File: src/hw/rtl/wkc_pkg.sv
`default_nettype none

package wkc_pkg;

   localparam int MAX_WIDTH    = 1024;
   localparam int MAX_KERNEL   = 5;
   localparam int PIXEL_BITS   = 16;
   localparam int SMALL_KERNEL = 3;
   localparam int COEF_BITS    = 8;
   localparam int TAPS         = MAX_KERNEL * MAX_KERNEL;
   localparam int LINES        = MAX_KERNEL - 1;
   localparam int LINE_BITS    = LINES * PIXEL_BITS;
   localparam int COL_BITS     = $clog2(MAX_WIDTH);
   localparam int DIM_BITS     = 11;
   localparam int MIN_DIM      = 8;
   localparam int SHIFT_BITS   = 4;
   localparam int PROD_BITS    = PIXEL_BITS + COEF_BITS;
   localparam int ROW_SUM_BITS = PROD_BITS + $clog2(MAX_KERNEL);
   localparam int SUM_BITS     = PROD_BITS + $clog2(TAPS);

   localparam int OUT_DEPTH      = 16;
   localparam int OUT_PTR_BITS   = $clog2(OUT_DEPTH);
   localparam int OUT_COUNT_BITS = OUT_PTR_BITS + 1;

   localparam int CSR_INDEX_BITS = 3;
   localparam int CSR_DATA_BITS  = 64;

   localparam logic [CSR_INDEX_BITS-1:0] CSR_KERNEL_SELECT = 3'd0;
   localparam logic [CSR_INDEX_BITS-1:0] CSR_COEF_WORD0    = 3'd1;
   localparam logic [CSR_INDEX_BITS-1:0] CSR_COEF_WORD1    = 3'd2;
   localparam logic [CSR_INDEX_BITS-1:0] CSR_COEF_WORD2    = 3'd3;
   localparam logic [CSR_INDEX_BITS-1:0] CSR_COEF_WORD3    = 3'd4;
   localparam logic [CSR_INDEX_BITS-1:0] CSR_SCALE_SHIFT   = 3'd5;
   localparam logic [CSR_INDEX_BITS-1:0] CSR_FRAME_WIDTH   = 3'd6;
   localparam logic [CSR_INDEX_BITS-1:0] CSR_FRAME_HEIGHT  = 3'd7;

   typedef logic signed [PIXEL_BITS-1:0] pixel_type;
   typedef pixel_type [MAX_KERNEL-1:0][MAX_KERNEL-1:0] window_type;

   typedef struct packed {
      logic      kind;
      pixel_type pixel_in;
   } req_payload_type;

   typedef struct packed {
      pixel_type pixel_out;
      logic      frame_last;
   } rsp_payload_type;

   typedef struct packed {
      logic                     kernel_select;
      logic [TAPS*COEF_BITS-1:0] coefs;
      logic [SHIFT_BITS-1:0]    scale_shift;
      logic [DIM_BITS-1:0]      frame_width;
      logic [DIM_BITS-1:0]      frame_height;
   } csr_type;

   // one accepted item on its way into the window
   typedef struct packed {
      logic                shift;
      logic                emit;
      logic                border;
      logic                last;
      logic [COL_BITS-1:0] col;
      pixel_type           pixel;
   } item_ctl_type;

   typedef struct packed {
      logic valid;
      logic border;
      logic last;
   } tag_type;

endpackage

`default_nettype wire

File: src/hw/rtl/wkc_ctrl.sv
`default_nettype none

module wkc_ctrl (
   input  logic                     clock,
   input  logic                     reset,
   input  logic                     accept,
   input  wkc_pkg::req_payload_type req_data,
   input  wkc_pkg::csr_type         csr,
   output logic                     item_emit,
   output wkc_pkg::item_ctl_type    ctl
);
   import wkc_pkg::*;

   logic [COL_BITS-1:0] in_col_ff, in_col_in, out_col_ff, out_col_in;
   logic [DIM_BITS-1:0] in_row_ff, in_row_in, out_row_ff, out_row_in;
   item_ctl_type        ctl_ff, ctl_in;

   logic [DIM_BITS-1:0] width, height, radius, in_col_ext, out_col_ext;
   logic [DIM_BITS:0]   out_row_ext, radius_ext, height_ext;
   logic                frame_done, is_pixel, past_latency, item_shift;
   logic                in_col_wrap, out_col_wrap, out_last, border;

   always_comb begin
      if (csr.frame_width < DIM_BITS'(MIN_DIM)) begin
         width = DIM_BITS'(MIN_DIM);
      end else if (csr.frame_width > DIM_BITS'(MAX_WIDTH)) begin
         width = DIM_BITS'(MAX_WIDTH);
      end else begin
         width = csr.frame_width;
      end
      if (csr.frame_height < DIM_BITS'(MIN_DIM)) begin
         height = DIM_BITS'(MIN_DIM);
      end else begin
         height = csr.frame_height;
      end
   end

   assign radius      = csr.kernel_select ? DIM_BITS'(MAX_KERNEL / 2)
                                          : DIM_BITS'(SMALL_KERNEL / 2);
   assign in_col_ext  = DIM_BITS'(in_col_ff);
   assign out_col_ext = DIM_BITS'(out_col_ff);
   assign out_row_ext = (DIM_BITS + 1)'(out_row_ff);
   assign radius_ext  = (DIM_BITS + 1)'(radius);
   assign height_ext  = (DIM_BITS + 1)'(height);

   assign frame_done   = in_row_ff >= height;
   assign is_pixel     = !frame_done && !req_data.kind;
   assign past_latency = (in_row_ff > radius) ||
                         ((in_row_ff == radius) && (in_col_ext >= radius));
   assign item_shift   = frame_done || is_pixel;
   assign item_emit    = frame_done || (is_pixel && past_latency);

   assign in_col_wrap  = in_col_ext + DIM_BITS'(1) >= width;
   assign out_col_wrap = out_col_ext + DIM_BITS'(1) >= width;
   assign out_last     = (out_row_ext + (DIM_BITS + 1)'(1) >= height_ext) && out_col_wrap;
   assign border       = (out_row_ff < radius) ||
                         (out_row_ext + radius_ext >= height_ext) ||
                         (out_col_ext < radius) ||
                         (out_col_ext + radius >= width);

   // after the frame the write column keeps running so the window stays in step
   always_comb begin
      in_col_in  = in_col_ff;
      in_row_in  = in_row_ff;
      out_col_in = out_col_ff;
      out_row_in = out_row_ff;
      if (accept && item_shift) begin
         in_col_in = in_col_wrap ? '0 : in_col_ff + COL_BITS'(1);
      end
      if (accept && is_pixel && in_col_wrap) begin
         in_row_in = in_row_ff + DIM_BITS'(1);
      end
      if (accept && item_emit) begin
         if (out_last) begin
            in_col_in  = '0;
            in_row_in  = '0;
            out_col_in = '0;
            out_row_in = '0;
         end else if (out_col_wrap) begin
            out_col_in = '0;
            out_row_in = out_row_ff + DIM_BITS'(1);
         end else begin
            out_col_in = out_col_ff + COL_BITS'(1);
         end
      end
   end

   always_comb begin
      ctl_in.shift  = accept && item_shift;
      ctl_in.emit   = item_emit;
      ctl_in.border = border;
      ctl_in.last   = out_last;
      ctl_in.col    = in_col_ff;
      ctl_in.pixel  = req_data.pixel_in;
   end

   always_ff @(posedge clock) begin
      if (reset) begin
         in_col_ff    <= '0;
         in_row_ff    <= '0;
         out_col_ff   <= '0;
         out_row_ff   <= '0;
         ctl_ff.shift <= 1'b0;
      end else begin
         in_col_ff  <= in_col_in;
         in_row_ff  <= in_row_in;
         out_col_ff <= out_col_in;
         out_row_ff <= out_row_in;
         ctl_ff     <= ctl_in;
      end
   end

   assign ctl = ctl_ff;

endmodule

`default_nettype wire

File: config.mk
export PLATFORM = sky130hd
export DESIGN_NAME = wkc_ctrl
export DESIGN_NICKNAME = d
export VERILOG_FILES = /design/src/hw/rtl/wkc_pkg.sv /design/src/hw/rtl/wkc_ctrl.sv
export SDC_FILE = /design/constraint.sdc
export NUM_CORES = 1
export LEC_CHECK = 0
export BUFFER_PORTS_ARGS = -buffer_cell sky130_fd_sc_hd__buf_2
export CORE_MARGIN = 2
export CORE_UTILIZATION = 43
export CTS_BUF_LIST = sky130_fd_sc_hd__clkbuf_2 sky130_fd_sc_hd__clkbuf_4 sky130_fd_sc_hd__clkbuf_8
export DETAILED_ROUTE_END_ITERATION = 12
export PLACE_DENSITY = 0.79
export SLEW_MARGIN = 5
export SYNTH_ARGS = -nofsm -noshare
export SYNTH_HDL_FRONTEND = slang
export SYNTH_SLANG_ARGS = --single-unit
File: constraint.sdc
create_clock -name clock -period 3.26 [get_ports clock]
set_clock_uncertainty 0.2 [all_clocks]
set_input_delay 0.489 -clock clock [delete_from_list [all_inputs] [get_ports clock]]
set_output_delay 0.489 -clock clock [all_outputs]
set_load 0.05 [all_outputs]
# Yosys cells after proc, flatten, opt, wreduce, memory -nomap -nowiden
# Index checks and enable logic that the tools add are counted.
[totals]
elab_cells = 66
out_inout_bits = 31
register_bits = 72
in_bits = 247
[op_classes]
n_mux = 15
n_eq_ne = 1
add_sub_neg = 9
reduce_logical = 18
n_lt_le_gt_ge = 13
[op_table]
columns = ["cell", "count"]
rows = [
  ["11-bit 2-to-1 mux", 8],
  ["10-bit 2-to-1 mux", 6],
  ["11-bit greater-or-equal comparator", 4],
  ["12-bit by 11-bit greater-or-equal comparator with 1-bit output", 2],
  ["10-bit by 1-bit adder with 11-bit output (second input constant)", 2],
  ["11-bit by 1-bit adder with 11-bit output (second input constant)", 2],
  ["11-bit by 4-bit < comparator with 1-bit output (second input constant)", 2],
  ["10-bit by 1-bit adder with 10-bit output (second input constant)", 2],
  ["11-bit by 1-bit adder with 12-bit output (second input constant)", 1],
  ["11-bit by 2-bit adder with 12-bit output", 1],
  ["10-bit by 2-bit adder with 11-bit output", 1],
  ["11-bit by 2-bit equality test with 1-bit output", 1],
  ["11-bit greater-than comparator (second input constant)", 1],
  ["11-bit by 2-bit greater-than comparator with 1-bit output", 1],
  ["11-bit by 2-bit < comparator with 1-bit output", 1],
  ["10-bit by 2-bit greater-or-equal comparator with 1-bit output", 1],
  ["10-bit by 2-bit < comparator with 1-bit output", 1],
  ["1-bit logical AND", 8],
  ["1-bit logical OR", 6],
  ["1-bit zero test", 2],
  ["2-bit 2-to-1 mux", 1],
  ["2-bit AND reduction", 1],
  ["2-bit nonzero test", 1],
]

# Depth between registers and ports, before layout
[depth]
ltp_word = 10
mapped_depth = 15
depth_no_buf = 14

# Worst setup path before layout
# OpenSTA, ideal clock, no wires.
[synth_timing]
kind = "input to register"
start = "input port csr[17] (netlist name)"
end = "register in_row_ff[10]"
required_ns = 2.994
slack_ns = -0.289
path_buffers = 1
cell_stages = 12
setup_time_ns = 0.066
arrival_ns = 3.283
cell_sequence = "nor4_1 -> nand2_1 -> o41ai_1 -> nand2_1 -> ha_1 -> and3_1 -> a41o_1 -> o21a_1 -> buf_2 -> nand3_2 -> or4_1 -> a21oi_2"
[synth_between]
elab_chain_cells = 8
elab_cells_between_ends = 11
classes_between = "4 x order compare; 5 x mux; 2 x reduce/logical"
[synth_rtl]
columns = ["element", "line_no", "source"]
rows = [
  ["start, declared", "wkc_ctrl.sv:8", "input wkc_pkg::csr_type csr,"],
  ["11-bit greater-than comparator", "wkc_ctrl.sv:26", "end else if (csr.frame_width > DIM_BITS'(MAX_WIDTH)) begin"],
  ["11-bit 2-to-1 mux", "wkc_ctrl.sv:26", ""],
  ["11-bit 2-to-1 mux *", "wkc_ctrl.sv:24", "if (csr.frame_width < DIM_BITS'(MIN_DIM)) begin"],
  ["11-bit greater-or-equal comparator", "wkc_ctrl.sv:53", "assign in_col_wrap = in_col_ext + DIM_BITS'(1) >= width;"],
  ["1-bit logical AND", "wkc_ctrl.sv:70", "if (accept && is_pixel && in_col_wrap) begin"],
  ["11-bit 2-to-1 mux", "wkc_ctrl.sv:70", ""],
  ["11-bit 2-to-1 mux", "wkc_ctrl.sv:74", "if (out_last) begin"],
  ["11-bit 2-to-1 mux *", "wkc_ctrl.sv:73", "if (accept && item_emit) begin"],
  ["end signal, assigned", "wkc_ctrl.sv:106", "in_row_ff <= in_row_in;"],
  ["end, declared", "wkc_ctrl.sv:15", "logic [DIM_BITS-1:0] in_row_ff, in_row_in, out_row_ff, out_row_in;"],
]
# Every way passes the cells marked *; elsewhere a longest branch is shown, timed or not.
# A chain may end at the register's enable or synchronous reset.

# Worst setup path after layout
[layout_timing]
start = "input port csr[14] (netlist name)"
end = "register in_col_ff[5]"
[layout_between]
elab_chain_cells = 8
elab_cells_between_ends = 11
classes_between = "4 x order compare; 6 x mux; 1 x reduce/logical"
[layout_rtl]
columns = ["element", "line_no", "source"]
rows = [
  ["11-bit greater-than comparator", "wkc_ctrl.sv:26", ""],
  ["11-bit 2-to-1 mux", "wkc_ctrl.sv:26", ""],
  ["11-bit 2-to-1 mux *", "wkc_ctrl.sv:24", ""],
  ["11-bit greater-or-equal comparator", "wkc_ctrl.sv:53", ""],
  ["10-bit 2-to-1 mux", "wkc_ctrl.sv:68", "in_col_in = in_col_wrap ? '0 : in_col_ff + COL_BITS'(1);"],
  ["10-bit 2-to-1 mux", "wkc_ctrl.sv:67", "if (accept && item_shift) begin"],
  ["10-bit 2-to-1 mux", "wkc_ctrl.sv:74", ""],
  ["10-bit 2-to-1 mux *", "wkc_ctrl.sv:73", ""],
  ["end signal, assigned", "wkc_ctrl.sv:105", "in_col_ff <= in_col_in;"],
  ["end, declared", "wkc_ctrl.sv:14", "logic [COL_BITS-1:0] in_col_ff, in_col_in, out_col_ff, out_col_in;"],
]
# Marks and branches as above.

==> impl_metrics.csv <==
group,metric,value,unit
outcome,status,"finished with violations",
outcome,violations,"setup timing",
clock_network,htreeDepth,3,
route,routedWlPerCell,18.7,um
global_route,track_usage,0.227,
cells_and_area,areaGrowthSynthToFinish,39.5,%
route,wl_met3,1070,um
cells_and_area,fin_util,0.615,
route,drt_wl_total,18200,um
timing,slew_headroom,0.661,
critical_path,rrSetupSlack,-0.05,ns
synth,synth_area,5560,um2
floorplan,dieArea,13900,um2
synth,synthArstFlopShare,0,
placed_design,hpwlAfterDp,12100,um
cells_and_area,nNetsFinal,1125,
clock_network,clk_pin_slew_worst_paths,0.10,ns
route,routed_via_density,5.71,
power_and_ir_drop,power_per_cell_area,270,nW/um2
timing,finalWorstSetupSlack,-0.0969,ns
synth,ys_ff_latch,72,
power_and_ir_drop,ir_drop,163,uV
route,met1_length,7330,um
cells_and_area,fin_cells,972,
timing,setup_tns,-1.32,ns
clock_network,cts_tree,"yes",
critical_path,required,3.31,ns
timing,drv_slew,0,
clock_network,cts_inserted_buffers,9,
power_and_ir_drop,p_total,2.10,mW
cells_and_area,fill_cells,1010,
critical_path,end_kind,"register",
floorplan,floorplan.rows,41,
timing,whs,0.0826,ns
global_route,grt_pass1_vias,5150,
critical_path,crit_type,"in2reg",
min_path,holdCritPathClass,"in2reg",
clock_network,cts_sinks,72,
timing,tightest_slew,0.509,ns
critical_path,timing.rr.end,"in_row_ff[9]",
flow_run,cap_violations,0,
route,drt-pass1-iter-count,4,
clock_network,cts_root_buf,"clkbuf_8",
timing,fmax,298,MHz
route,drc,0,
power_and_ir_drop,p_leak,3.42,nW
synth,synth_nets,937,
floorplan,io_pins,278,
timing,setup_violations,23,
route,via_count,5551,
route,drtIter0Drc,538,
synth,syn_avg_cell_area,9.18,um2
placed_design,place.port_buffers,73,
floorplan,fp.coreArea,12600,um2
synth,yosys_warnings,0,
global_route,grt_max_degree,30,
synth,ys_types,68,
critical_path,reg2reg_depth,13,
route,wl_met2,9290,um
clock_network,clock_path_buffers,2,
route,ant_nets,0,
critical_path,endpoint,"in_col_ff[5]",
floorplan,die_h,118,um
synth,synth-seq-area-share,0.311,
critical_path,crit_start,"csr[14]",
timing,fin_crit_sh,1.03,
floorplan,die_w,118,um
timing,hold_viol,0,
placed_design,gp_congestion,0.933,
timing,grt_setup_unrepaired,"yes",
global_route,grt_pass1_wl,25500,um
global_route,overflow,0,
placed_design,dpl.cell_count,932,
critical_path,cp_max_fo,6,
critical_path,cp.arrival,3.41,ns
critical_path,reg2reg_from,"in_col_ff[0]",
cells_and_area,drive_gt1_frac,0.407,
global_route,antenna_found_initial,0,
synth,synth_ff_type,"dfxtp_1",
floorplan,floorplan.initialDensity,0.441,
clock_network,clk_latency,0.38,ns
critical_path,start_kind,"input pin",
route,topRoutingLayerUsed,"met4",
synth,synth-edff-count,29,
timing,finalCriticalPeriod,3.36,ns
synth,synthCells,606,
-- cell usage after synthesis (all sizes together) (3+ instances only) --
cell type / instances / area (um2)
nand2: 53 / 199
buf: 10 / 90.1
o21a: 4 / 30.0
xor2: 18 / 158
or4: 5 / 37.5
nand3: 36 / 185
a21oi: 51 / 300
o211ai: 4 / 43.8
nor2: 35 / 131
o32ai: 3 / 26.3
nand4: 16 / 100
edfxtp: 29 / 871
clkbuf: 15 / 66.3
nand4b: 6 / 52.6
nor3: 15 / 96.4
xnor2: 30 / 263
a31oi: 3 / 18.8
o21ai: 28 / 151
ha: 82 / 1030
nor4: 9 / 56.3
and2: 5 / 31.3
a21o: 12 / 90.1
and3: 13 / 83.8
or3: 9 / 57.6
nor2b: 6 / 37.5
dfxtp: 43 / 861
nand2b: 4 / 25.0
inv: 25 / 93.8
-- metal layers --
metal / track usage / vias to the layer above
met1: 0.281 / 2676
met4: 0.0753 / 0
met5: 0 / -
met2: 0.387 / 208
li1: - / 2607
met3: 0.0523 / 60
-- through the flow --
step           setup WS, ns  cell area [um2]
2_1_floorplan       -0.0206             5630
3_3_place_gp         -0.371             6840
3_5_place_dp         -0.422             6840
4_1_cts             0.00365             7110
5_1_grt              -0.189             7760
6_report            -0.0969             7760
-- area by class of cell --
| cell class | count | area [um2] | share of cell area |
|---|---|---|---|
| multi-input cells | 482 | 4080 | 0.526 |
| clock buffers | 10 | 131 | 0.0169 |
| inverters | 26 | 104 | 0.0134 |
| well taps | 172 | 215 | 0.0277 |
| flip-flops and latches | 72 | 1750 | 0.225 |
| diodes | 1 | 2.50 | 0.000322 |
| repair buffers | 203 | 1430 | 0.185 |
| clock inverters | 6 | 45.0 | 0.00580 |
-- registers in the layout (all words and copies together) (netlist names) --
signal / count
ctl: 30
in_col_ff: 10
in_row_ff: 11
out_col_ff: 10
out_row_ff: 11
-- repair_timing --
item / CTS / global route
hold buffers: 0 / 0
endpoints found under the setup margin: 12 / 45
setup buffers: 4 / 16
cloned: 0 / 3
gates resized for setup: 21 / 97
pin swaps: 10 / 37
endpoints found under the hold margin: 0 / 0
-- logic make-up after synthesis --
logic type | count (synthesis) | synth area share
AO/OA/AOI/OAI | 130 | 0.165
XOR/XNOR | 48 | 0.0756
adder cells (fa/ha/maj) | 84 | 0.192
buffers and inverters | 52 | 0.0474
flip-flops | 72 | 0.311
multiplexers | 1 | 0.00180
AND/OR/NAND/NOR | 219 | 0.207
-- worst max-delay path: stages --
cell	delay (ns)
buf_8	0.10
nor4_4	0.32
nand2_2	0.13
o41ai_4	0.35
buf_4	0.20
nand2_4	0.08
ha_4	0.29
nand2_2	0.06
o311a_1	0.32
nor3_4	0.29
o211ai_4	0.20
o21ai_4	0.32
clkbuf_16	0.22
a21oi_2	0.04
-- placed cells by master, fill, tap and decap left out, drive strengths merged, types with 6 or more instances in the layout --
cell | Yosys | routed
and3 | 13 | 13
dfxtp | 43 | 43
xor2 | 18 | 18
ha | 82 | 82
xnor2 | 30 | 30
edfxtp | 29 | 29
nor3 | 15 | 15
nand4 | 16 | 16
o21ai | 28 | 28
inv | 25 | 26
nand2 | 53 | 53
nor4 | 9 | 9
buf | 10 | 201
nand4b | 6 | 6
a21oi | 51 | 51
nor2 | 35 | 35
nor2b | 6 | 6
nand3 | 36 | 36
or3 | 9 | 9
clkbuf | 15 | 11
a21o | 12 | 12
-- report_power, final --
| group | switching (mW) | internal (mW) |
|---|---|---|
| Sequential | 0.00923 | 0.960 |
| Clock | 0.388 | 0.289 |
| Combinational | 0.275 | 0.175 |
-- worst min path at each step --
stage	start	to	depth (start not counted)
after global placement	in_col_ff[3]	ctl[19]	0
after global routing	req_data[14]	ctl[14]	1
after detailed placement	in_col_ff[3]	ctl[19]	0
after floorplan	in_row_ff[10]	in_row_ff[10]	2
final	req_data[14]	ctl[14]	1
after CTS	req_data[14]	ctl[14]	1
Note: power is estimated with default switching activity, not from simulation.
