<file path="src/hw/rtl/wkc_pkg.sv">
`default_nettype none

package wkc_pkg;

   localparam int MAX_WIDTH    = 1024;
   localparam int MAX_KERNEL   = 5;
   localparam int PIXEL_BITS   = 16;
   localparam int SMALL_KERNEL = 3;
   localparam int COEF_BITS    = 8;
   localparam int TAPS         = MAX_KERNEL * MAX_KERNEL;
   localparam int LINES        = MAX_KERNEL - 1;
   localparam int LINE_BITS    = LINES * PIXEL_BITS;
   localparam int COL_BITS     = $clog2(MAX_WIDTH);
   localparam int DIM_BITS     = 11;
   localparam int MIN_DIM      = 8;
   localparam int SHIFT_BITS   = 4;
   localparam int PROD_BITS    = PIXEL_BITS + COEF_BITS;
   localparam int ROW_SUM_BITS = PROD_BITS + $clog2(MAX_KERNEL);
   localparam int SUM_BITS     = PROD_BITS + $clog2(TAPS);

   localparam int OUT_DEPTH      = 16;
   localparam int OUT_PTR_BITS   = $clog2(OUT_DEPTH);
   localparam int OUT_COUNT_BITS = OUT_PTR_BITS + 1;

   localparam int CSR_INDEX_BITS = 3;
   localparam int CSR_DATA_BITS  = 64;

   localparam logic [CSR_INDEX_BITS-1:0] CSR_KERNEL_SELECT = 3'd0;
   localparam logic [CSR_INDEX_BITS-1:0] CSR_COEF_WORD0    = 3'd1;
   localparam logic [CSR_INDEX_BITS-1:0] CSR_COEF_WORD1    = 3'd2;
   localparam logic [CSR_INDEX_BITS-1:0] CSR_COEF_WORD2    = 3'd3;
   localparam logic [CSR_INDEX_BITS-1:0] CSR_COEF_WORD3    = 3'd4;
   localparam logic [CSR_INDEX_BITS-1:0] CSR_SCALE_SHIFT   = 3'd5;
   localparam logic [CSR_INDEX_BITS-1:0] CSR_FRAME_WIDTH   = 3'd6;
   localparam logic [CSR_INDEX_BITS-1:0] CSR_FRAME_HEIGHT  = 3'd7;

   typedef logic signed [PIXEL_BITS-1:0] pixel_type;
   typedef pixel_type [MAX_KERNEL-1:0][MAX_KERNEL-1:0] window_type;

   typedef struct packed {
      logic      kind;
      pixel_type pixel_in;
   } req_payload_type;

   typedef struct packed {
      pixel_type pixel_out;
      logic      frame_last;
   } rsp_payload_type;

   typedef struct packed {
      logic                     kernel_select;
      logic [TAPS*COEF_BITS-1:0] coefs;
      logic [SHIFT_BITS-1:0]    scale_shift;
      logic [DIM_BITS-1:0]      frame_width;
      logic [DIM_BITS-1:0]      frame_height;
   } csr_type;

   // one accepted item on its way into the window
   typedef struct packed {
      logic                shift;
      logic                emit;
      logic                border;
      logic                last;
      logic [COL_BITS-1:0] col;
      pixel_type           pixel;
   } item_ctl_type;

   typedef struct packed {
      logic valid;
      logic border;
      logic last;
   } tag_type;

endpackage

`default_nettype wire

</file>
<file path="src/hw/rtl/wkc_out_fifo.sv">
`default_nettype none

module wkc_out_fifo (
   input  logic                     clock,
   input  logic                     reset,
   input  logic                     push,
   input  wkc_pkg::rsp_payload_type push_data,
   input  logic                     pop,
   output logic                     out_valid,
   output wkc_pkg::rsp_payload_type out_data
);
   import wkc_pkg::*;

   rsp_payload_type           entries [OUT_DEPTH];
   logic [OUT_PTR_BITS-1:0]   wr_ptr_ff, rd_ptr_ff;
   logic [OUT_COUNT_BITS-1:0] count_ff, count_in;

   always_comb begin
      count_in = count_ff;
      if (push && !pop) begin
         count_in = count_ff + OUT_COUNT_BITS'(1);
      end else if (pop && !push) begin
         count_in = count_ff - OUT_COUNT_BITS'(1);
      end
   end

   always_ff @(posedge clock) begin
      if (push) begin
         entries[wr_ptr_ff] <= push_data;
      end
   end

   always_ff @(posedge clock) begin
      if (reset) begin
         wr_ptr_ff <= '0;
         rd_ptr_ff <= '0;
         count_ff  <= '0;
      end else begin
         if (push) begin
            wr_ptr_ff <= wr_ptr_ff + OUT_PTR_BITS'(1);
         end
         if (pop) begin
            rd_ptr_ff <= rd_ptr_ff + OUT_PTR_BITS'(1);
         end
         count_ff <= count_in;
      end
   end

   assign out_valid = count_ff != '0;
   assign out_data  = entries[rd_ptr_ff];

endmodule

`default_nettype wire

</file>
<file path="config.mk">
export PLATFORM = sky130hd
export DESIGN_NAME = wkc_out_fifo
export DESIGN_NICKNAME = d
export VERILOG_FILES = /design/src/hw/rtl/wkc_pkg.sv /design/src/hw/rtl/wkc_out_fifo.sv
export SDC_FILE = /design/constraint.sdc
export NUM_CORES = 1
export LEC_CHECK = 0
export ABC_CLOCK_PERIOD_IN_PS = 1900
export BUFFER_PORTS_ARGS = -buffer_cell sky130_fd_sc_hd__buf_2
export CORE_AREA = 2 2 182 184
export CTS_CLUSTER_DIAMETER = 100
export DETAILED_ROUTE_END_ITERATION = 16
export DIE_AREA = 0 0 184 186
export HOLD_SLACK_MARGIN = 0.15
export PLACE_DENSITY = 0.54
export SETUP_SLACK_MARGIN = 0.15
export SLEW_MARGIN = 10
export SYNTH_ARGS = -nofsm -noshare
export SYNTH_HDL_FRONTEND = slang
export SYNTH_SLANG_ARGS = --single-unit
</file>
<file path="constraint.sdc">
create_clock -name clock -period 1.9 [get_ports clock]
set_clock_uncertainty 0.2 [all_clocks]
set_input_delay 0.19 -clock clock [delete_from_list [all_inputs] [get_ports clock]]
set_output_delay 0.19 -clock clock [all_outputs]
set_load 0.01 [all_outputs]
</file>
### Word level (Yosys, flattened, before mapping)

Memory sizes are Yosys's and may differ from the RTL's. A register that Yosys moved wholly into a read port is not among the register bits.
Index checks and enable logic that the tools add are counted.

| storage, ports and cells | value |
|---|---|
| output and inout bits | 18 |
| flip-flop bits (word level) | 13 |
| memories kept | 1 |
| input port bits | 21 |
| RAM bits | 272 |
| logic and storage cells | 20 |

| cells by class | value |
|---|---|
| reductions and logical operators | 6 |
| mux-type cells | 6 |
| $add $sub $neg | 4 |

Memories:

| memory | depth | width | read ports | clocked after memory_dff | wr ports | RTL line | text |
|---|---|---|---|---|---|---|---|
| entries | 16 | 17 | 1 | 1 | 1 | wkc_out_fifo.sv:14 | `rsp_payload_type entries [OUT_DEPTH];` |

Operators with widths:

| kind | number |
|---|---|
| 5-bit two-way mux | 2 |
| 4-bit by 1-bit adder with 4-bit output, second input constant | 2 |
| 4-bit two-way mux | 2 |
| 5-bit by 1-bit adder with 5-bit output, second input constant | 1 |
| 5-bit nonzero test | 1 |
| 5-bit by 1-bit subtractor with 5-bit output, second input constant | 1 |
| 1-bit logical AND | 2 |
| 1-bit logical NOT | 2 |
| 1-bit two-way mux | 2 |
| 2-bit nonzero test | 1 |

### Logic depth before layout (Yosys ltp)

Gate-level depths: netlist of the first run.

| logic depth | value |
|---|---|
| depth in word-level cells | 4 |
| mapped depth | 8 |
| mapped depth without buffers | 8 |

### Worst setup path before layout of the first run

No wires, ideal clock.

| timing | value |
|---|---|
| path kind | register -> output |
| start | register with a tool-made name |
| end | output out_data[10] in the netlist's numbering |
| path buffers | 2 |
| path slack | 0.011 ns |
| arrival time | 1.499 ns |
| data required time | 1.510 ns |
| cell stages (with the launch flop) | 6 |
| cell sequence | dfxtp_1 buf_6 buf_2 mux4_2 a22oi_1 nand2_1 |

RTL lines:

| what | RTL line | text |
|---|---|---|
| end, declared | wkc_out_fifo.sv:10 | `output wkc_pkg::rsp_payload_type out_data` |

==> results.txt, run 1 <==
----------------------------------------------------
[Cells and area]
  Multi-input logic area ... 2670 sq um
  Nets ... 688
  Combined flip-flop and latch cell area ... 8520 sq um
  Proportion of layout cells with a drive suffix above 1 ... 0.406
  Non-filler instance count after layout ... 1086
  Fill cells ... 2776
  Layout overhead on the synthesized area ... 26.3%
  Total inserted antenna cells ... 0

[Route]
  DRT antenna net count ... 0
  Final wirelength ... 24.4 mm
  Per-cell routed wire length ... 22.5 um
  Iter 0 DRT Violations ... 449
  Number of detailed-route iterations in the first pass ... 5
  Via count ... 5442
  Number of vias per cell ... 5.01
  # DRC ... 0

[GRT]
  Pin count of the biggest net entering global routing ... 18
  Residual overflow from global routing ... 0
  Wire length of the first global-routing pass ... 36.1 mm
  Number of antenna violations at the first check in global routing ... 0
  Vias in the first global route ... 5778
  Tot GR Track Use ... 0.145

[Yosys]
  Post-synthesis instance area ... 11100 sq um
  Synth async-reset ratio ... 0
  Ranking of synthesized cells by area ... edfxtp_1, mux4_2, dfxtp_1
  Number of distinct standard cells referenced by the synthesized netlist ... 35
  Most common flop cell mapped by yosys ... edfxtp_1
  EDFF count, synth ... 272
  Sequential element share of the synthesized area ... 0.764
  Syn_area_per_cell ... 21.4 sq um
  Most instantiated library cell after synthesis ... edfxtp_1
  Synthesized Nets ... 552
  Biggest area consumer among synthesized cells ... edfxtp_1
  Flops & latches, synth ... 289
  Synthesis Warnings ... 0
  Post-synth top area share ... 0.734
  Most numerous cell types in the synthesized netlist ... edfxtp_1, mux4_2, a22oi_1
  Post-synthesis instance total ... 521

[Pwr]
  Leakage power summed over all cells ... 4.59 nW
  Switching fraction of total power ... 0.215
  Flop pwr share ... 0.506
  Maximum VDD drop ... 633 uV
  Relative contribution of combinational cells to total power ... 0.100
  Total power consumption of the routed design ... 14.1 mW
  Power per cell area ... 1010 nW/um^2
  Internal Power ... 11.1 mW
  Psw ... 3.04 mW
  Part of the total power dissipated in the clock network ... 0.394

[Min path]
  Worst min-delay path category ... primary input to flop

[Timing]
  Slew margin rel. ... 0.759
  Post-layout minimum cycle time ... 2.56 ns
  Final setup TNS ... -11.01 ns
  Max Slew Vio Count ... 0
  Finish-stage setup viols ... 21
  Portion of the clock cycle consumed by the worst path in the final layout ... 1.35
  Hold slack ... 0.0758 ns
  Final critical-path setup slack ... -0.660 ns
  Slew at the pin closest to its max-slew limit ... 0.361 ns
  Setup repair after global routing missed its margin ... yes
  Achievable clock frequency ... 391 MHz
  Final hold violation count ... 0

[Placed design]
  Dpl ws ... -0.216 ns
  DP Cell Count ... 998
  Routability-driven placement congestion ratio ... 0.750
  Buffers on Ports ... 38
  Post-DP HPWL ... 14.5 mm

[Critical path]
  Crit path max-delay family ... multiplexers
  Critical path launch point type ... flop
  Critical Path Slowest Stage Cell ... mux4_2
  Worst Setup End Kind ... output pin
  CP max stage delay ... 0.49 ns
  Required time at the worst-slack endpoint ... 1.51 ns
  Highest net fanout along the worst path ... 15
  Cell Chain, Critical Path ... buf_12, buf_4, mux4_2, a22oi_2, nand2_1, buf_2
  Crit path buf inv count ... 3
  Endpoint arrival time on the critical path ... 2.17 ns
  Critical Setup Path Class ... flop to output pin

[Clock network]
  Htree depth ... 1
  Max Root-Sink Buffers ... 3
  Clock tree from TritonCTS ... yes
  Sinks on the clock net ... 289
  Clock transition at the register clock pins on the worst setup and hold paths after CTS ... 0.06 ns
  Clock latency on the worst-skew pair ... 0.53 ns
  Total clock buffers created by CTS ... 31
  CTS Root Buffer Type ... clkbuf_16

[Floorplan]
  Die outline height ... 186 um
  Initial core utilization ... 0.346
  Rows ... 66
  I/O pin count ... 39
  Die Area ... 34200 sq um
  Placeable core region ... 32200 sq um
  Die width ... 184 um

[Run status]
  Violated checks ... negative setup slack
  Outcome ... finished with violations

[Run]
  Max_cap viols ... 0

----------------------------------------------------
## cell usage in the layout, fill, tap and decap left out, types with 18 or more instances in the layout
| cell | Yosys | layout |
|---|---|---|
| a22oi_2 | 0 | 29 |
| buf_12 | 1 | 29 |
| buf_2 | 7 | 36 |
| buf_4 | 0 | 30 |
| clkbuf_16 | 0 | 31 |
| dlygate4sd3_1 | 0 | 21 |
| edfxtp_1 | 272 | 272 |
| mux4_2 | 58 | 68 |
| nand2_1 | 22 | 20 |
| nor2_1 | 19 | 18 |
## logic make-up (layout without fill, tap and decap cells)
logic type      after synthesis  in the layout  synth area share
compound gates               40             40            0.0262
xor+xnor                      8              8           0.00630
fa+ha+maj                    10             10            0.0119
buf+inv                      31            188            0.0154
flops                       289            289             0.764
mux                          72             72             0.145
simple gates                 71             71            0.0311
## state kept, by name (all words and copies together), names as in the netlist, named ones only
signal     count
wr_ptr_ff      4
rd_ptr_ff      4
entries      272
count_ff       5
## power groups by stage
stage | registers [mW] | clock network [mW] | logic [mW]
after floorplan | 7.25 | 0 | 0.749
after global placement | 7.26 | 0 | 1.18
after detailed placement | 7.27 | 0 | 1.22
after CTS | 7.14 | 5.71 | 1.37
after global routing | 7.15 | 5.96 | 1.54
final | 7.14 | 5.56 | 1.42
## layout make-up
type / instances / area share
Inverter: 4 / 0.00125
Tap cell: 408 / 0.0363
Clock inverter: 19 / 0.0110
Clock buffer: 35 / 0.0563
Sequential cell: 289 / 0.606
Multi-Input combinational cell: 201 / 0.190
Timing Repair Buffer: 130 / 0.0989
## worst min-delay path, cell delays in order
cell     delay (ns)
buf_2          0.13
ha_4           0.18
nand2_1        0.06
nor2_1         0.10
or3_1          0.10
## worst paths after layout
path                    start           to  slack [ns]  depth (start not counted)
setup / recovery         flop  out_data[1]       -0.66                          6
hold / removal           push  count_ff[3]        0.08                          5
setup reg to reg  count_ff[0]  count_ff[4]        0.14                          5
hold reg to reg   count_ff[0]  count_ff[0]        0.34                          2
## through the flow
step / utilization / cell area [sq um]
2_1_floorplan: - / 11200
3_3_place_gp: 0.387 / 12500
3_5_place_dp: 0.387 / 12500
4_1_cts: 0.432 / 13900
5_1_grt: 0.436 / 14100
6_report: 0.436 / 14100
## timing repair
item | in CTS | in global routing
pin swaps | 31 | 6
endpoints found under the setup margin | 20 | 23
gates cloned | 2 | 0
hold endpoints to repair | 289 | 9
setup buffers | 6 | 5
hold buffers | 21 | 1
resized for setup | 44 | 22
## per-layer routing
metal  part of all wire  up-vias  GRT usage
li1                   -     2428          -
met1               0.46     2860      0.206
met2               0.48      124      0.238
met3              0.046       30     0.0239
met4              0.015        0     0.0307
met5                  0        -          0
No activity file was read; power rests on OpenSTA's default activity.
==> run 2: changes to the inputs <==
==> constraint.sdc (replaced) <==
create_clock -name clock -period 1.9 [get_ports clock]
set_clock_uncertainty 0.2 [all_clocks]
set_input_delay 0 -clock clock [delete_from_list [all_inputs] [get_ports clock]]
set_output_delay 0 -clock clock [all_outputs]
set_load 0.01 [all_outputs]
==> run 2 against run 1 <==
Compared with the run above:
- non-clock buffer count down 23
- count of clock-buffer cells in the layout up 7
- largest cell class unchanged
- core utilization decreased by 0.73 points
- setup slack better by 0.14 ns
- sequential cell count stayed put
- final cell count fell by 1.7%
- the flow still finishes with violations (negative setup slack)
- design area down 1.7%
- first-iteration DRC count shrank 9.8%
- clock power grew 2%
- largest power group unchanged
==> results.txt, run 2 (synthesis results as in run 1) <==
----------------------------------------------------
[Run status]
  Outcome ... finished with violations (unchanged)
  Violated checks ... negative setup slack (unchanged)

[Placed design]
  DP Cell Count ... 976 (was 998)
  Dpl ws ... -0.0137 ns (was -0.216 ns)
  Post-DP HPWL ... 13.4 mm (was 14.5 mm)
  Routability-driven placement congestion ratio ... 0.744 (was 0.750)
  Buffers on Ports ... 38 (unchanged)

[Pwr]
  Power per cell area ... 1020 nW/um^2 (was 1010 nW/um^2)
  Maximum VDD drop ... 642 uV (was 633 uV)
  Total power consumption of the routed design ... 14.1 mW (about the same)
  Psw ... 3.00 mW (was 3.04 mW)
  Internal Power ... 11.2 mW (was 11.1 mW)
  Relative contribution of combinational cells to total power ... 0.092 (was 0.100)
  Flop pwr share ... 0.505 (was 0.506)
  Part of the total power dissipated in the clock network ... 0.402 (was 0.394)
  Leakage power summed over all cells ... 4.48 nW (was 4.59 nW)
  Switching fraction of total power ... 0.212 (was 0.215)

[Critical path]
  Worst Reg-to-Reg Cells ... 5 (unchanged)
  Critical Setup Path Class ... flop to output pin (unchanged)
  CP most frequent cell ... buf_12
  Worst Setup End Kind ... output pin (unchanged)
  Critical path launch point type ... flop (unchanged)
  Critical Path Slowest Stage Cell ... mux4_2 (unchanged)
  Endpoint arrival time on the critical path ... 2.22 ns (was 2.17 ns)
  CP max stage delay ... 0.50 ns (was 0.49 ns)
  Required time at the worst-slack endpoint ... 1.70 ns (was 1.51 ns)
  Highest net fanout along the worst path ... 8 (was 15)
  Cell Chain, Critical Path ... buf_12, buf_12, mux4_2, a22oi_1, nand2_1, buf_2 (was buf_12, buf_4, mux4_2, a22oi_2, nand2_1, buf_2)

[Cells and area]
  Leading cell types in the layout, fill and taps excluded ... edfxtp_1, mux4_2, buf_2 (unchanged)
  Non-filler instance count after layout ... 1067 (was 1086)
  Proportion of layout cells with a drive suffix above 1 ... 0.360 (was 0.406)
  Leading cell type in the layout, fill and taps excluded ... edfxtp_1 (unchanged)
  Registers with the most flip-flops ... entries (272), count_ff (5) (unchanged)
  Top reg by flops ... entries (unchanged)
  Total inserted antenna cells ... 0 (unchanged)
  Number of flip-flops in the largest register ... 272 (unchanged)
  Nets ... 665 (was 688)
  Fill cells ... 2805 (was 2776)
  Layout overhead on the synthesized area ... 24.1% (was 26.3%)
  Final core utilization ... 0.429 (was 0.436)

[Floorplan]
  Placeable core region ... 32200 sq um (unchanged)
  Rows ... 66 (unchanged)
  Die width ... 184 um (unchanged)
  Die Area ... 34200 sq um (unchanged)
  Die outline height ... 186 um (unchanged)
  Initial core utilization ... 0.346 (unchanged)
  I/O pin count ... 39 (unchanged)

[Timing]
  Slew margin rel. ... 0.644 (was 0.759)
  Finish-stage setup viols ... 17 (was 21)
  Max Slew Vio Count ... 0 (unchanged)
  Achievable clock frequency ... 414 MHz (was 391 MHz)
  Hold slack ... 0.170 ns (was 0.0758 ns)
  Slew at the pin closest to its max-slew limit ... 0.534 ns (was 0.361 ns)
  Setup repair after global routing missed its margin ... yes (unchanged)
  Final hold violation count ... 0 (unchanged)
  Final critical-path setup slack ... -0.516 ns (was -0.660 ns)
  Post-layout minimum cycle time ... 2.42 ns (was 2.56 ns)
  Portion of the clock cycle consumed by the worst path in the final layout ... 1.27 (was 1.35)

[Clock network]
  Total clock buffers created by CTS ... 31 (unchanged)
  Max Root-Sink Buffers ... 3 (unchanged)
  Sinks on the clock net ... 289 (unchanged)
  Htree depth ... 1 (unchanged)
  Clock latency on the worst-skew pair ... 0.54 ns (was 0.53 ns)
  Clock transition at the register clock pins on the worst setup and hold paths after CTS ... 0.06 ns (about the same)
  Clock tree from TritonCTS ... yes (unchanged)
  CTS Root Buffer Type ... clkbuf_16 (unchanged)

[Route]
  Via count ... 5488 (was 5442)
  DRT antenna net count ... 0 (unchanged)
  Number of vias per cell ... 5.14 (was 5.01)
  Final wirelength ... 24.9 mm (was 24.4 mm)
  Per-cell routed wire length ... 23.4 um (was 22.5 um)
  Number of detailed-route iterations in the first pass ... 5 (unchanged)
  Iter 0 DRT Violations ... 405 (was 449)
  # DRC ... 0 (unchanged)

[Min path]
  Worst hold stages ... 2 (was 5)
  Worst min-delay path category ... primary input to flop (unchanged)

[GRT]
  Residual overflow from global routing ... 0 (unchanged)
  Pin count of the biggest net entering global routing ... 43 (was 18)
  Number of antenna violations at the first check in global routing ... 0 (unchanged)
  Vias in the first global route ... 5849 (was 5778)
  Tot GR Track Use ... 0.149 (was 0.145)
  Wire length of the first global-routing pass ... 37.0 mm (was 36.1 mm)

[Run]
  Max_cap viols ... 0 (unchanged)

----------------------------------------------------
## run 2: cell types whose count changed in the layout (fill, tap and decap cells not counted), sizes merged
cell | previous run | this run
dlygate4sd3 | 21 | 23
clkbuf | 35 | 42
buf | 109 | 84
clkinvlp | 3 | 0
inv | 6 | 5
bufinv | 2 | 3
## run 2: area by class of cell
type	instances	area (sq um)	area share
Inverter	4	17.5	0.00127
Tap cell	408	510	0.0369
Sequential cell	289	8520	0.617
Clock buffer	42	817	0.0591
Timing Repair Buffer	107	1190	0.0858
Clock inverter	16	148	0.0107
Multi-Input combinational cell	201	2620	0.190
## run 2: critical path, delay by kind of cell, from the launching register on
| kind | cells | cell delay [ns] |
|---|---|---|
| DFF | 1 | 0.44 |
| muxes | 1 | 0.50 |
| AOI/OAI and AO/OA | 1 | 0.17 |
| and+or+nand+nor | 1 | 0.10 |
| buffers and inverters | 3 | 0.45 |
## run 2: worst paths after layout
| path | slack, ns | from | endpoint |
|---|---|---|---|
| worst max-delay path | -0.52 | flop | out_data[1] |
| worst min-delay path | 0.17 | push_data[11] | entries[14][11] |
| worst max register to register | 0.16 | count_ff[1] | count_ff[4] |
| worst min register to register | 0.34 | count_ff[2] | count_ff[2] |
## run 2: stage by stage
stage               instance area [sq um]  setup TNS (ns)
floorplan                           11100               0
global placement                    12300               0
detailed placement                  12300         -0.0269
CTS                                 13700           -8.59
global route                        13800           -9.59
finish                              13800           -7.96
## run 2: repair_timing
action                     in CTS  in global routing
pin swaps                      17                  5
hold endpoints to repair      289                 17
resized for setup              32                 28
setup endpoints to repair      19                 33
hold buffers                   23                  2
buffers inserted                6                  1
gates cloned                    3                  0
## run 2: metal layers
layer	vias up	global-route usage	wire length (um)
met4	0	0.0317	476
met3	32	0.0200	1100
met1	2937	0.200	10700
li1	2382	-	-
met2	137	0.260	12700
met5	-	0	0
## run 2: power groups by stage
stage | Sequential (mW) | Clock, mW | Combinational, mW
2_1_floorplan | 7.25 | 0 | 0.700
3_3_place_gp | 7.26 | 0 | 1.06
3_5_place_dp | 7.27 | 0 | 1.10
4_1_cts | 7.14 | 5.81 | 1.26
5_1_grt | 7.16 | 6.04 | 1.43
6_report | 7.15 | 5.69 | 1.31
==> run 3: changes to the inputs <==
PLACE_DENSITY = not set   (was 0.54)
PLACE_DENSITY_LB_ADDON = 0.08   (was not set)
==> run 3 against run 2 <==
Compared with the run above:
- the run still ends with negative setup slack left
- sequential share of layout area fell by 0.86 points
- first-iteration DRC count is 11% lower
- power is 0.67% lower
- clock power decreased by 3%
- largest power group unchanged
==> results.txt, run 3 (synthesis results as in run 1) <==
----------------------------------------------------
[Pwr]
  Maximum VDD drop ... 1030 uV (was 642 uV)
  Leakage power summed over all cells ... 4.62 nW (was 4.48 nW)
  Power per cell area ... 1000 nW/um^2 (was 1020 nW/um^2)

[Floorplan]
  Die width ... 184 um (unchanged)
  Die Area ... 34200 sq um (unchanged)
  I/O pin count ... 39 (unchanged)
  Placeable core region ... 32200 sq um (unchanged)
  Rows ... 66 (unchanged)
  Die outline height ... 186 um (unchanged)
  Initial core utilization ... 0.346 (unchanged)

[Run]
  Max_cap viols ... 0 (unchanged)

[Timing]
  Final hold violation count ... 0 (unchanged)
  Setup repair after global routing missed its margin ... yes (unchanged)
  Post-layout minimum cycle time ... 2.42 ns (about the same)
  Achievable clock frequency ... 413 MHz (was 414 MHz)
  Hold slack ... 0.176 ns (was 0.170 ns)
  Final critical-path setup slack ... -0.520 ns (was -0.516 ns)
  Max Slew Vio Count ... 0 (unchanged)
  Finish-stage setup viols ... 17 (unchanged)
  Portion of the clock cycle consumed by the worst path in the final layout ... 1.27 (about the same)
  Slew at the pin closest to its max-slew limit ... 0.620 ns (was 0.534 ns)
  Slew margin rel. ... 0.585 (was 0.644)

[Cells and area]
  Registers with the most flip-flops ... entries (272), count_ff (5) (unchanged)
  Number of flip-flops in the largest register ... 272 (unchanged)
  Final core utilization ... 0.435 (was 0.429)
  Total inserted antenna cells ... 0 (unchanged)
  Layout overhead on the synthesized area ... 25.9% (was 24.1%)
  Leading cell type in the layout, fill and taps excluded ... edfxtp_1 (unchanged)
  Finished Cell Area ... 14000 sq um (was 13800 sq um)
  Leading cell types in the layout, fill and taps excluded ... edfxtp_1, mux4_2, buf_2 (unchanged)
  Nets ... 687 (was 665)
  Top reg by flops ... entries (unchanged)
  Proportion of layout cells with a drive suffix above 1 ... 0.365 (was 0.360)

[Placed design]
  Buffers on Ports ... 38 (unchanged)
  Routability-driven placement congestion ratio ... 0.694 (was 0.744)
  Cell Area, Placed ... 12300 sq um (about the same)
  Post-DP HPWL ... 14.8 mm (was 13.4 mm)

[Route]
  Final wirelength ... 25.9 mm (was 24.9 mm)
  DRT antenna net count ... 0 (unchanged)
  Per-cell routed wire length ... 23.9 um (was 23.4 um)
  # DRC ... 0 (unchanged)
  Via count ... 5444 (was 5488)
  Iter 0 DRT Violations ... 362 (was 405)
  Number of vias per cell ... 5.01 (was 5.14)
  Number of detailed-route iterations in the first pass ... 7 (was 5)

[Critical path]
  Highest net fanout along the worst path ... 5 (was 8)
  Worst Setup End Kind ... output pin (unchanged)
  Critical path launch point type ... flop (unchanged)
  End of the worst register-to-register path ... count_ff[3] (was count_ff[4])
  Endpoint arrival time on the critical path ... 2.22 ns (about the same)
  Required time at the worst-slack endpoint ... 1.70 ns (about the same)
  Worst Reg-to-Reg Cells ... 5 (unchanged)
  Critical Setup Path Class ... flop to output pin (unchanged)
  FF-to-FF Start ... count_ff[1] (unchanged)
  Reg-to-reg slack, setup ... 0.15 ns (was 0.16 ns)

[Run status]
  Outcome ... finished with violations (unchanged)
  Violated checks ... negative setup slack (unchanged)

[GRT]
  Wire length of the first global-routing pass ... 38.1 mm (was 37.0 mm)
  Vias in the first global route ... 5799 (was 5849)
  Pin count of the biggest net entering global routing ... 37 (was 43)
  Residual overflow from global routing ... 0 (unchanged)
  Tot GR Track Use ... 0.156 (was 0.149)
  Number of antenna violations at the first check in global routing ... 0 (unchanged)

[Clock network]
  Sinks on the clock net ... 289 (unchanged)
  Clock transition at the register clock pins on the worst setup and hold paths after CTS ... 0.06 ns (about the same)
  Clock tree from TritonCTS ... yes (unchanged)
  Htree depth ... 1 (unchanged)
  Total clock buffers created by CTS ... 31 (unchanged)
  CTS Root Buffer Type ... clkbuf_16 (unchanged)
  Max Root-Sink Buffers ... 3 (unchanged)
  Clock latency on the worst-skew pair ... 0.55 ns (was 0.54 ns)

[Min path]
  Hold Path Sink ... entries[14][3] (was entries[14][11])
  Worst hold stages ... 2 (unchanged)
  Worst min-delay path category ... primary input to flop (unchanged)
  Worst min-delay path startpoint ... push_data[3] (was push_data[11])

----------------------------------------------------
run 3: changes by cell type in the layout (fill, tap and decap cells not counted), sizes merged:
| cell | change |
|---|---|
| buf | +18 |
| clkbuf | -3 |
| dlygate4sd3 | +3 |
| clkinv | +2 |
| bufinv | -1 |
| dlymetal6s4s | +1 |
run 3: worst max path at each step:
stage                     slack (ns)            to  cells past startpoint
after floorplan                 0.15   count_ff[4]                      5
after global placement         -0.07  out_data[11]                      5
after detailed placement       -0.07  out_data[11]                      5
after CTS                      -0.57   out_data[2]                      6
after global routing           -0.63  out_data[14]                      8
final                          -0.52   out_data[6]                      7
run 3: worst max-delay path, cell delays in order (launching register included):
cell and delay, ns:
dfxtp_4 0.37, buf_12 0.13, buf_12 0.12, buf_16 0.12, mux4_2 0.50, a22oi_2 0.19, nand2_1 0.08, buf_2 0.14
run 3: metal layers:
metal | part of all wire | GRT usage | vias to the layer above
met5 | 0 | 0 | -
met4 | 0.021 | 0.0365 | 0
met3 | 0.033 | 0.0213 | 35
met2 | 0.49 | 0.263 | 104
met1 | 0.46 | 0.217 | 2874
li1 | - | - | 2431
run 3: power by group:
group / switching, mW / total [mW] / internal, mW
Clock: 2.28 / 5.51 / 3.23
Sequential: 0.0554 / 7.14 / 7.08
Combinational: 0.667 / 1.40 / 0.737
Total: 3.00 / 14.1 / 11.1
run 3: area by class of cell:
cell class                      instances  area [sq um]
Timing Repair Buffer                  129          1400
Clock buffer                           39           806
Inverter                                4          17.5
Multi-Input combinational cell        201          2640
Fill cell                            2811         18200
Clock inverter                         17           125
Sequential cell                       289          8520
Tap cell                              408           510
run 3: what timing repair did:
item                                    in CTS  in global routing
endpoints found under the hold margin      289                 15
pin swaps                                   20                 17
endpoints found under the setup margin      19                 53
cloned                                       5                  0
hold buffers                                27                  2
buffers inserted                             9                  3
resized for setup                           41                 27
run 3: metrics by stage:
step	std cells	TNS (ns)	power, mW	worst slack, ns
2_1_floorplan	521	0	7.95	0.151
5_1_grt	1087	-9.89	14.6	-0.628
6_report	1087	-8.19	14.1	-0.520
3_3_place_gp	987	-0.158	8.36	-0.0691
3_5_place_dp	987	-0.185	8.38	-0.0671
4_1_cts	1084	-9.09	14.2	-0.567
